$ cat src/rtl/cst_pkg.sv
// ----------------------------------------------------------------------------
// cst_pkg: shared types and constants of the C subset tokenizer
// Lexer modes, token codes and the result item layout.
// ----------------------------------------------------------------------------
package cst_pkg;

    localparam int IDENT_LIMIT_DEF   = 64;
    localparam int TEXT_LIMIT_DEF    = 256;
    localparam int POSITION_BITS_DEF = 16;

    typedef enum logic [3:0] {
        M_IDLE, M_IDENT, M_NUMBER, M_STRING, M_ESC,
        M_OPER, M_SLASH, M_LINEC, M_BLOCK, M_STAR
    } lex_mode_t;

    localparam logic [5:0] T_EOF     = 6'd0;
    localparam logic [5:0] T_IDENT   = 6'd1;
    localparam logic [5:0] T_NUMBER  = 6'd2;
    localparam logic [5:0] T_STRING  = 6'd3;
    localparam logic [5:0] T_KW_BASE = 6'd4;
    localparam logic [5:0] T_DIVIDE  = 6'd17;
    localparam logic [5:0] T_UNKNOWN = 6'd37;

    typedef struct packed {
        logic        result_kind;
        logic [7:0]  text_byte;
        logic [5:0]  token_type;
        logic [15:0] start_line;
        logic [15:0] start_column;
        logic [7:0]  token_length;
        logic        unterminated;
    } result_t;

    function automatic logic [5:0] single_type(input logic [7:0] c);
        logic [5:0] t;
        unique case (c)
            8'h2B: t = 6'd14;  8'h2D: t = 6'd15;  8'h2A: t = 6'd16;
            8'h2F: t = 6'd17;  8'h25: t = 6'd18;  8'h3D: t = 6'd19;
            8'h3C: t = 6'd22;  8'h3E: t = 6'd24;  8'h21: t = 6'd28;
            8'h3B: t = 6'd29;  8'h2C: t = 6'd30;  8'h28: t = 6'd31;
            8'h29: t = 6'd32;  8'h7B: t = 6'd33;  8'h7D: t = 6'd34;
            8'h5B: t = 6'd35;  8'h5D: t = 6'd36;
            default: t = T_UNKNOWN;
        endcase
        return t;
    endfunction

    function automatic logic [5:0] double_type(input logic [7:0] c);
        logic [5:0] t;
        unique case (c)
            8'h3D: t = 6'd20;  8'h21: t = 6'd21;  8'h3C: t = 6'd23;
            8'h3E: t = 6'd25;  8'h26: t = 6'd26;
            default: t = 6'd27;
        endcase
        return t;
    endfunction

endpackage

$ cat src/rtl/cst_keyword.sv
// ----------------------------------------------------------------------------
// cst_keyword: keyword match
// Compares the first identifier bytes and length with the ten keywords.
// ----------------------------------------------------------------------------
module cst_keyword
    import cst_pkg::*;
(
    input  logic [63:0] window,
    input  logic [7:0]  length,
    output logic [5:0]  ident_type
);
    localparam logic [63:0] KW_TEXT [10] = '{
        64'h0000_0000_0074_6E69, 64'h0000_0000_7261_6863,
        64'h0000_0000_6469_6F76, 64'h0000_0000_0000_6669,
        64'h0000_0000_6573_6C65, 64'h0000_0065_6C69_6877,
        64'h0000_0000_0072_6F66, 64'h0000_6E72_7574_6572,
        64'h0000_006B_6165_7262, 64'h6575_6E69_746E_6F63
    };
    localparam logic [7:0] KW_LEN [10] = '{
        8'd3, 8'd4, 8'd4, 8'd2, 8'd4, 8'd5, 8'd3, 8'd6, 8'd5, 8'd8
    };

    always_comb begin
        ident_type = T_IDENT;
        for (int k = 9; k >= 0; k--) begin
            if (length == KW_LEN[k] && window == KW_TEXT[k]) begin
                ident_type = T_KW_BASE + 6'(k);
            end
        end
    end
endmodule

$ cat src/rtl/c_subset_tokenizer.sv
// ----------------------------------------------------------------------------
// c_subset_tokenizer: streaming lexer for a small C subset
// Turns source bytes into token value bytes and token-closed items.
// ----------------------------------------------------------------------------
// Usage:
//   The s_ channel takes one item per cycle while s_tready is high: tuser =
//   kind (1 = end of input), tdata = source byte (byte 0 also ends the input).
//   The m_ channel gives result items: tuser = result_kind, tlast marks the
//   final result of one input item, tdata packs the token fields.
//   Each input item causes zero, one or two results. They are computed in one
//   pass of combinational logic and held in a two-entry output buffer.
//   The first result appears in the cycle after accept. Throughput is one
//   item per cycle while the receiver takes every result; an item that causes
//   two results fills the buffer, and s_tready stays low while it is full.
//   Any number of items with no result pass at one per cycle.
//   At reset the lexer is idle at line 1, column 1 and the buffer is empty.
//   When the receiver stalls, hold results; accept input only while both
//   buffer slots will be free after this cycle's drain.
// ----------------------------------------------------------------------------
module c_subset_tokenizer
    import cst_pkg::*;
#(
    parameter int IDENT_LIMIT   = IDENT_LIMIT_DEF,
    parameter int TEXT_LIMIT    = TEXT_LIMIT_DEF,
    parameter int POSITION_BITS = POSITION_BITS_DEF
) (
    input  logic        aclk,
    input  logic        aresetn,
    input  logic        s_tvalid,
    output logic        s_tready,
    input  logic [7:0]  s_tdata,   // [7:0] char_byte
    input  logic        s_tuser,   // [0] kind
    output logic        m_tvalid,
    input  logic        m_tready,
    output logic [55:0] m_tdata,   // text_byte, token_type, start_line,
                                   // start_column, token_length, unterminated
    output logic        m_tuser,   // [0] result_kind
    output logic        m_tlast
);
    localparam int PB = POSITION_BITS;
    localparam logic [PB-1:0] PMAX = {PB{1'b1}};

    lex_mode_t     mode_reg, mode_next;
    logic [7:0]    pend_reg, pend_next;
    logic [7:0]    cnt_reg, cnt_next;
    logic [63:0]   win_reg, win_next;
    logic [PB-1:0] tline_reg, tline_next, tcol_reg, tcol_next;
    logic [PB-1:0] line_reg, line_next, col_reg, col_next;

    // two-entry result buffer with per-entry last flag
    result_t     buf_reg [2];
    logic        blast_reg [2];
    logic [1:0]  bcnt_reg;

    result_t     res [2];
    logic [1:0]  nres;
    logic [5:0]  kw_type, kw_type_new;

    logic [7:0] c;
    logic       fin, acc;
    assign c   = s_tdata;
    assign fin = s_tuser || (c == 8'd0);

    cst_keyword u_kw (.window(win_reg), .length(cnt_reg), .ident_type(kw_type));
    assign kw_type_new = kw_type;

    function automatic logic is_alpha(input logic [7:0] x);
        return (x >= 8'h61 && x <= 8'h7A) || (x >= 8'h41 && x <= 8'h5A);
    endfunction
    function automatic logic is_digit(input logic [7:0] x);
        return x >= 8'h30 && x <= 8'h39;
    endfunction
    function automatic logic is_space(input logic [7:0] x);
        return x == 8'h20 || (x >= 8'd9 && x <= 8'd13);
    endfunction

    always_comb begin
        logic [7:0]    ch;
        logic          close_then_idle;
        logic          do_append;
        logic [7:0]    abyte;
        logic [PB-1:0] sl, sc;
        mode_next  = mode_reg;
        pend_next  = pend_reg;
        cnt_next   = cnt_reg;
        win_next   = win_reg;
        tline_next = tline_reg;
        tcol_next  = tcol_reg;
        line_next  = line_reg;
        col_next   = col_reg;
        nres       = 2'd0;
        res[0]     = '0;
        res[1]     = '0;
        close_then_idle = 1'b0;
        do_append  = 1'b0;
        abyte      = c;
        ch         = c;
        sl         = tline_reg;
        sc         = tcol_reg;

        // extend the current token or comment, or close a token as the first result
        unique case (mode_reg)
            M_IDENT: begin
                if (!fin && (is_alpha(c) || is_digit(c) || c == 8'h5F)
                    && cnt_reg < 8'(IDENT_LIMIT - 1)) begin
                    do_append = 1'b1;
                end else begin
                    res[0].token_type   = kw_type_new;
                    res[0].token_length = cnt_reg;
                    nres = 2'd1;
                    close_then_idle = !fin;
                end
            end
            M_NUMBER: begin
                if (!fin && is_digit(c) && cnt_reg < 8'(TEXT_LIMIT - 1)) begin
                    do_append = 1'b1;
                end else begin
                    res[0].token_type   = T_NUMBER;
                    res[0].token_length = cnt_reg;
                    nres = 2'd1;
                    close_then_idle = !fin;
                end
            end
            M_STRING: begin
                if (fin || c == 8'h22 || cnt_reg >= 8'(TEXT_LIMIT - 1)) begin
                    res[0].token_type   = T_STRING;
                    res[0].token_length = cnt_reg;
                    res[0].unterminated = (c != 8'h22) || fin;
                    nres = 2'd1;
                    close_then_idle = !fin && c != 8'h22;
                    mode_next = M_IDLE;
                end else if (c == 8'h5C) begin
                    mode_next = M_ESC;
                end else begin
                    do_append = 1'b1;
                end
            end
            M_ESC: begin
                if (fin) begin
                    res[0].token_type   = T_STRING;
                    res[0].token_length = cnt_reg;
                    res[0].unterminated = 1'b1;
                    nres = 2'd1;
                end else begin
                    do_append = 1'b1;
                    abyte = (c == 8'h6E) ? 8'd10 : (c == 8'h74) ? 8'd9 :
                            (c == 8'h72) ? 8'd13 : c;
                    mode_next = M_STRING;
                end
            end
            M_OPER: begin
                nres = 2'd1;
                if (!fin && c == ((pend_reg == 8'h26 || pend_reg == 8'h7C)
                                  ? pend_reg : 8'h3D)) begin
                    res[0].token_type = double_type(pend_reg);
                end else begin
                    res[0].token_type = single_type(pend_reg);
                    close_then_idle = !fin;
                end
            end
            M_SLASH: begin
                if (!fin && c == 8'h2F) begin
                    mode_next = M_LINEC;
                end else if (!fin && c == 8'h2A) begin
                    mode_next = M_BLOCK;
                end else begin
                    res[0].token_type = T_DIVIDE;
                    nres = 2'd1;
                    close_then_idle = !fin;
                end
            end
            M_LINEC: if (!fin && c == 8'h0A) mode_next = M_IDLE;
            M_BLOCK: if (!fin && c == 8'h2A) mode_next = M_STAR;
            M_STAR: begin
                if (!fin) begin
                    mode_next = (c == 8'h2F) ? M_IDLE : (c == 8'h2A) ? M_STAR : M_BLOCK;
                end
            end
            default: close_then_idle = !fin;
        endcase
        if (nres != 2'd0) begin
            res[0].result_kind  = 1'b1;
            res[0].start_line   = 16'(tline_reg);
            res[0].start_column = 16'(tcol_reg);
            mode_next = M_IDLE;
            pend_next = '0;
            cnt_next  = '0;
            win_next  = '0;
        end

        // lex the byte afresh from idle
        if (close_then_idle && !is_space(ch)) begin
            if (ch == 8'h2F) begin
                mode_next = M_SLASH;
            end else if (is_alpha(ch) || ch == 8'h5F) begin
                mode_next = M_IDENT;
                do_append = 1'b1;
            end else if (is_digit(ch)) begin
                mode_next = M_NUMBER;
                do_append = 1'b1;
            end else if (ch == 8'h22) begin
                mode_next = M_STRING;
            end else if (ch == 8'h3D || ch == 8'h21 || ch == 8'h3C || ch == 8'h3E
                         || ch == 8'h26 || ch == 8'h7C) begin
                mode_next = M_OPER;
                pend_next = ch;
            end
            if (mode_next != M_IDLE) begin
                tline_next = line_reg;
                tcol_next  = col_reg;
                cnt_next   = '0;
                win_next   = '0;
            end else begin
                res[nres[0]] = '0;
                res[nres[0]].result_kind  = 1'b1;
                res[nres[0]].token_type   = single_type(ch);
                res[nres[0]].start_line   = 16'(line_reg);
                res[nres[0]].start_column = 16'(col_reg);
                nres = nres + 2'd1;
            end
        end

        if (do_append) begin
            sl = (close_then_idle) ? line_reg : tline_reg;
            sc = (close_then_idle) ? col_reg : tcol_reg;
            res[nres[0]] = '0;
            res[nres[0]].text_byte    = abyte;
            res[nres[0]].start_line   = 16'(sl);
            res[nres[0]].start_column = 16'(sc);
            nres = nres + 2'd1;
            if (cnt_next < 8'd8) begin
                win_next = win_next | (64'(abyte) << {cnt_next[2:0], 3'b000});
            end
            cnt_next = cnt_next + 8'd1;
        end

        if (fin) begin
            res[nres[0]] = '0;
            res[nres[0]].result_kind  = 1'b1;
            res[nres[0]].token_type   = T_EOF;
            res[nres[0]].start_line   = 16'(line_reg);
            res[nres[0]].start_column = 16'(col_reg);
            nres = nres + 2'd1;
            mode_next  = M_IDLE;
            pend_next  = '0;
            cnt_next   = '0;
            win_next   = '0;
            tline_next = PB'(1);
            tcol_next  = PB'(1);
            line_next  = PB'(1);
            col_next   = PB'(1);
        end else if (c == 8'h0A) begin
            if (line_reg < PMAX) line_next = line_reg + PB'(1);
            col_next = PB'(1);
        end else if (col_reg < PMAX) begin
            col_next = col_reg + PB'(1);
        end
    end

    // buffer control: drain head, accept only into a fully free buffer next cycle
    logic pop;
    assign pop      = m_tvalid && m_tready;
    assign s_tready = (bcnt_reg == 2'd0) || (bcnt_reg == 2'd1 && pop);
    assign acc      = s_tvalid && s_tready;

    always_ff @(posedge aclk) begin
        if (!aresetn) begin
            mode_reg  <= M_IDLE;
            pend_reg  <= '0;
            cnt_reg   <= '0;
            win_reg   <= '0;
            tline_reg <= PB'(1);
            tcol_reg  <= PB'(1);
            line_reg  <= PB'(1);
            col_reg   <= PB'(1);
            bcnt_reg  <= 2'd0;
        end else begin
            if (acc) begin
                mode_reg  <= mode_next;
                pend_reg  <= pend_next;
                cnt_reg   <= cnt_next;
                win_reg   <= win_next;
                tline_reg <= tline_next;
                tcol_reg  <= tcol_next;
                line_reg  <= line_next;
                col_reg   <= col_next;
                buf_reg[0]   <= res[0];
                buf_reg[1]   <= res[1];
                blast_reg[0] <= (nres == 2'd1);
                blast_reg[1] <= 1'b1;
                bcnt_reg     <= nres;
            end else if (pop) begin
                buf_reg[0]   <= buf_reg[1];
                blast_reg[0] <= blast_reg[1];
                bcnt_reg     <= bcnt_reg - 2'd1;
            end
        end
    end

    assign m_tvalid = (bcnt_reg != 2'd0);
    assign m_tuser  = buf_reg[0].result_kind;
    assign m_tlast  = blast_reg[0];
    assign m_tdata  = {1'b0, buf_reg[0].unterminated, buf_reg[0].token_length,
                       buf_reg[0].start_column, buf_reg[0].start_line,
                       buf_reg[0].token_type, buf_reg[0].text_byte};

    a_count_max: assert property (@(posedge aclk) disable iff (!aresetn)
        bcnt_reg != 2'd3) else $error("result buffer overfilled");
    a_no_accept_full: assert property (@(posedge aclk) disable iff (!aresetn)
        (bcnt_reg == 2'd2) |-> !s_tready) else $error("accepted with full buffer");
    a_stall_hold: assert property (@(posedge aclk) disable iff (!aresetn)
        (m_tvalid && !m_tready) |=> $stable(m_tdata)) else $error("result moved");
    a_eof_resets: assert property (@(posedge aclk) disable iff (!aresetn)
        (acc && fin) |=> (line_reg == PB'(1) && mode_reg == M_IDLE))
        else $error("end of input left state");
endmodule
$ cat config.mk
export PLATFORM = sky130hd
export DESIGN_NAME = c_subset_tokenizer
export DESIGN_NICKNAME = d
export VERILOG_FILES = /design/src/rtl/cst_pkg.sv /design/src/rtl/cst_keyword.sv /design/src/rtl/c_subset_tokenizer.sv
export SDC_FILE = /design/constraint.sdc
export NUM_CORES = 1
export LEC_CHECK = 0
export ABC_AREA = 1
export CAP_MARGIN = 20
export CORE_AREA = 3 3 157 159
export CTS_CLUSTER_SIZE = 24
export DETAILED_ROUTE_END_ITERATION = 10
export DIE_AREA = 0 0 160 162
export DONT_BUFFER_PORTS = 1
export HOLD_SLACK_MARGIN = 0.15
export PLACE_DENSITY = 0.77
export SLEW_MARGIN = 0
export SYNTH_ARGS = -nofsm -noshare
export SYNTH_HDL_FRONTEND = slang
export SYNTH_SLANG_ARGS = --single-unit
$ cat constraint.sdc
create_clock -name aclk -period 5.95 [get_ports aclk]
set_input_delay 0.595 -clock aclk [delete_from_list [all_inputs] [get_ports aclk]]
set_output_delay 0.595 -clock aclk [all_outputs]
set_load 0.02 [all_outputs]
# Word level (Yosys, flattened, before mapping)
# Memory sizes are Yosys's and may differ from the RTL's.
# Index checks and enable logic that the tools add are counted.
[word_totals]
mem_bits_rw = 114
elab_cells = 361
input_bits = 13
output_inout_bits = 60
latch_bits = 0
romBits = 0
ff_bits = 150
mem_count = 2
[memory_table]
columns = ["memory", "depth", "width", "rd", "rd_clocked_by_memory_dff", "write_ports", "line", "text"]
rows = [
  ["buf_reg", 2, 56, 2, 0, 2, "c_subset_tokenizer.sv:51", "result_t buf_reg [2];"],
  ["blast_reg", 2, 1, 2, 0, 2, "c_subset_tokenizer.sv:52", "logic blast_reg [2];"],
]
[classes]
bitwise = 12
n_mux = 172
shifts = 1
reduce_logical = 63
addsub = 7
div = 0
magnitude_cmp = 20
n_eq_ne = 75
n_mul = 0
[op_table]
columns = ["cell", "count"]
rows = [
  ["112-bit bitwise mux", 11],
  ["56-bit demux with 1-bit select", 14],
  ["112-bit 2-to-1 mux", 4],
  ["64-bit 2-to-1 mux", 6],
  ["112-bit bitwise AND", 3],
  ["56-bit 2-to-1 mux", 6],
  ["112-bit inverter", 3],
  ["8-bit by 6-bit == test with 1-bit output, second input constant", 30],
  ["16-bit 2-to-1 mux", 14],
  ["6-bit case mux with 17 select lines", 2],
  ["64-bit by 31-bit == test with 1-bit output, second input constant", 3],
  ["8-bit 2-to-1 mux", 21],
  ["64-bit by 23-bit == test with 1-bit output, second input constant", 2],
  ["64-bit by 39-bit == test with 1-bit output, second input constant", 2],
  ["41-bit 2-to-1 mux", 3],
  ["8-bit by 7-bit == test with 1-bit output, second input constant", 15],
  ["4-bit 2-to-1 mux", 28],
  ["47-bit 2-to-1 mux", 2],
  ["25-bit 2-to-1 mux", 3],
  ["64-bit by 15-bit == test with 1-bit output, second input constant", 1],
  ["64-bit by 47-bit == test with 1-bit output, second input constant", 1],
  ["64-bit by 63-bit == test with 1-bit output, second input constant", 1],
  ["64-bit bitwise OR", 1],
  ["8-bit by 6-bit << shifter with 64-bit output", 1],
  ["other kinds (54)", 173],
]

# Logic depth before layout (Yosys ltp)
[depth]
word_depth = 38
mapped_depth = 30
mapped_depth_nobuf = 29

# Modules after synthesis
# Synthesis repeated with hierarchy kept, for this count alone.
[hier_totals]
cells_unflattened = 2358
area_unflattened_um2 = 15773.9
[by_module_without_submodules]
columns = ["mod", "area_each_um2", "instances", "cells_per_inst"]
rows = [
  ["c_subset_tokenizer", 14637.8, 1, 2094],
  ["cst_keyword", 1136.1, 1, 264],
]

# Worst setup path before layout
# Ideal clock, no wire load.
[synth_path]
path_type = "flip-flop to flip-flop"
start = "register bcnt_reg[0]"
end = "memory blast_reg[0] (enable)"
arrival_time_ps = 4093
slack_ps = 1367
setup_time_ps = 491
path_stages_with_launch = 8
synth_period_minus_slack_ps = 4583
path_buffers = 1
cell_sequence = "dfxtp_1 -> inv_1 -> ha_1 -> inv_1 -> nand2_1 -> nand2_1 -> clkbuf_1 -> a21oi_1"
[synth_rtl]
columns = ["item", "line", "text"]
rows = [
  ["from (decl)", "c_subset_tokenizer.sv:53", "logic [1:0] bcnt_reg;"],
  ["from (signal assigned)", "c_subset_tokenizer.sv:291", "bcnt_reg <= nres;"],
  ["from (signal assigned)", "c_subset_tokenizer.sv:295", "bcnt_reg <= bcnt_reg - 2'd1;"],
  ["to (decl)", "c_subset_tokenizer.sv:52", ""],
]

==> out/results.txt <==
CTS H-tree depth = 1
GRT met1 Usage = 49.0%
# Post-CTS Setup Buffers = 0
number of flops mapped to enable cells by yosys = 104
antenna-violating nets left = 0
Post-synth ARST share = 0%
total net switching power = 1.90 mW
crit-path leading delay family = simple AND/OR/NAND/NOR gates
final setup fails = 0
number of synthesized register bits = 255
fmax = 0.213 GHz
WP data required = 6.31 ns
WL/cell = 19.0 um
Worst R2R Start = pend_reg[6]$_SDFFE_PN0P_
crit-path most repeated cell = nand2_1
crit-path max cell delay = 0.76 ns
die area = 25,900 um^2
largest net degree at the start of global routing = 64
Syn Inst Count = 2,190
yosys warns = 0
GRT Util Overall = 35.2%
placed wire-length estimate = 32.1 mm
Die Ht = 162 um
P&R area growth vs syn = 7.07%
Max Slew Vio Count = 0
Switching Fraction = 36.6%
row cnt = 56
leakage = 5.89 nW
clk_lat worst skew = 0.56 ns
crit end category = flip-flop
CTS Sinks = 255
Port Buffer Count = 0
clock share of power = 32.9%
CTS buffer count = 28
Layout fillers = 2,018
routability cong. = 1.00
most frequent cells in the layout = nand2_1, inv_1, nor2_1
Core Area = 23,400 um^2
Starting Density = 64.7%
met3 Track Usage GR = 5.08%
Post-layout nets = 2,162
final WL = 47.3 mm
Slew HR = 35.3%
critical path class = reg -> reg
crit path max-delay cell type = o21ai_2
Avg Synthesized Cell Area = 6.91 um^2
vias in the first global route = 14,300
Peak VDD IR = 285 uV
status = finished clean
Synth area leaders = edfxtp_1, dfxtp_1, nand2_1, nor2_1, inv_1
dpl cell area = 15,300 um^2
CP arrival = 5.06 ns
routed vias/inst = 6.25
HP Start = aresetn
# placed instances = 2,429
initial antenna violation count = 0
Comb pwr share = 24.2%
first-pass detailed-route iteration total = 6
final core utilization = 69.2%
Mapped Area = 15,100 um^2
gr busiest metal = met2
number of flip-flops under the largest register name = 103
Final Non-Filler Cells = 2,483
GR Util met2 = 56.5%
clk root buf = clkbuf_16
DR vias = 15,500
Seq. cell area = 6150 um^2
area share of the largest cell type after synthesis = 20.6%
CP Max Fanout = 60
sequential area share after synthesis = 40.6%
area of the multi-input gates = 7460 um^2
worst hold path type = in -> reg
final-report hold violation count = 0
fin area = 16,200 um^2
Tcrit/Tclk final = 78.9%
Primary FF master, synth = dfxtp_1
Antenna Cells = 0
fin crit period = 4.69 ns
crit path launch type = flip-flop
Setup Skew = 0.0241 ns
final setup TNS = 0 ns
PwrDens = 321 nW/um^2
library cells used by synthesis = 56
RSZ-0062 raised after global routing = false
Int Power = 3.30 mW
CTS tree = done
IO Count = 73
Buf+Inv Stages, Crit Path = 4
die width = 160 um
share of layout cells above drive strength 1 = 5.50%
DR iter-0 viols = 2,078
GR Overflow Total = 0
Slew @ Worst Pin = 0.970 ns
CTS resizes = 0
first-pass GRT wire length = 74.9 mm
CTS clk-pin slew, worst paths = 0.06 ns
DRC Markers = 0
cts hold-fix bufs = 1
commonest non-fill, non-tap cell in the layout = nand2_1
Max-Cap Viols = 0
register share of total power = 42.9%
clk buf depth = 3
Synth area leader = edfxtp_1
worst setup path startpoint = pend_reg[6]$_SDFFE_PN0P_
critical path, cell by cell = nor2_1 > nand3_1 > nor2_1 > nand2_1 > inv_1 > nand2_1 > nand2_1 > nor3_1 > nand3_1 > nand2_1 > nand3_2 > buf_4 > nand3_1 > nand2_2 > inv_2 > nand2_2 > nand2_1 > o21ai_2 > buf_4 > nand2_1 > a41oi_1
==> worst reg2reg max path, delay by kind of cell (launching register included) <==
kind	cells	cell delay (ns)
buf+inv	4	1.18
simple gates	15	2.01
flops	1	0.34
compound gates	2	0.97
==> per-stage QoR <==
stage	hold WS [ns]	setup slack [ns]	total power, mW
final	0.175	1.26	5.20
after floorplan	0.400	1.37	3.09
after global routing	0.161	0.835	5.39
after detailed placement	0.422	1.15	3.48
after global placement	0.409	1.34	3.45
after CTS	0.163	1.37	5.17
==> logic make-up (layout without fill, tap and decap cells) <==
| group | Yosys count | in the layout | share of synthesized area (%) |
|---|---|---|---|
| other | 1 | 2 | 0.0248 |
| adder cells (fa/ha/maj) | 7 | 7 | 0.579 |
| flip-flops | 255 | 255 | 40.6 |
| AND/OR/NAND/NOR | 1140 | 1140 | 32.6 |
| XOR/XNOR | 4 | 4 | 0.231 |
| AO/OA/AOI/OAI | 397 | 397 | 15.7 |
| buffers and inverters | 386 | 359 | 10.3 |
==> cells in the mapped netlist (all sizes together), types with 2 or more instances <==
library cell  count
nand2           530
nor2            283
inv             277
nand3           179
o21ai           163
dfxtp           151
edfxtp          104
a21oi            87
nor3             65
clkbuf           64
o22ai            49
buf              43
nor4             36
nand4            35
a41oi            32
o31ai            22
a22oi             9
ha                7
a211oi            5
o211ai            5
a21boi            4
a221oi            4
a31oi             4
nor3b             4
xor2              4
a2111oi           3
or2               3
clkinv            2
o221ai            2
o41ai             2
==> routing by layer <==
metal | share of wire, % | vias to the layer above
met5 | 0 | -
met4 | 3.8 | 0
met3 | 10 | 136
met2 | 45 | 996
met1 | 40 | 7117
li1 | - | 7261
==> final cells by class <==
cell class | count | share of cell area [%]
flip-flops and latches | 255 | 37.9
multi-input cells | 1550 | 46.0
inverters | 279 | 6.46
well taps | 319 | 2.46
clock buffers | 39 | 4.96
repair buffers | 28 | 1.47
clock inverters | 13 | 0.664
==> worst paths after layout <==
path                                    to  slack [ns]  depth (start not counted)
setup / recovery  buf_reg[0][31]$_DFFE_PP_        1.26                         21
hold / removal    bcnt_reg[0]$_SDFFE_PN0P_        0.17                          2
setup reg to reg  buf_reg[0][31]$_DFFE_PP_        1.26                         21
hold reg to reg   win_reg[21]$_SDFFE_PN0P_        0.45                          2
==> power groups by stage <==
| stage | registers, mW | clock network (mW) | logic [mW] |
|---|---|---|---|
| final | 2.23 | 1.71 | 1.26 |
| after global routing | 2.24 | 1.79 | 1.35 |
| after CTS | 2.23 | 1.72 | 1.21 |
| after detailed placement | 2.27 | 0 | 1.21 |
| after global placement | 2.27 | 0 | 1.18 |
| after floorplan | 2.25 | 0 | 0.846 |
(Power assumes the default switching activity.)
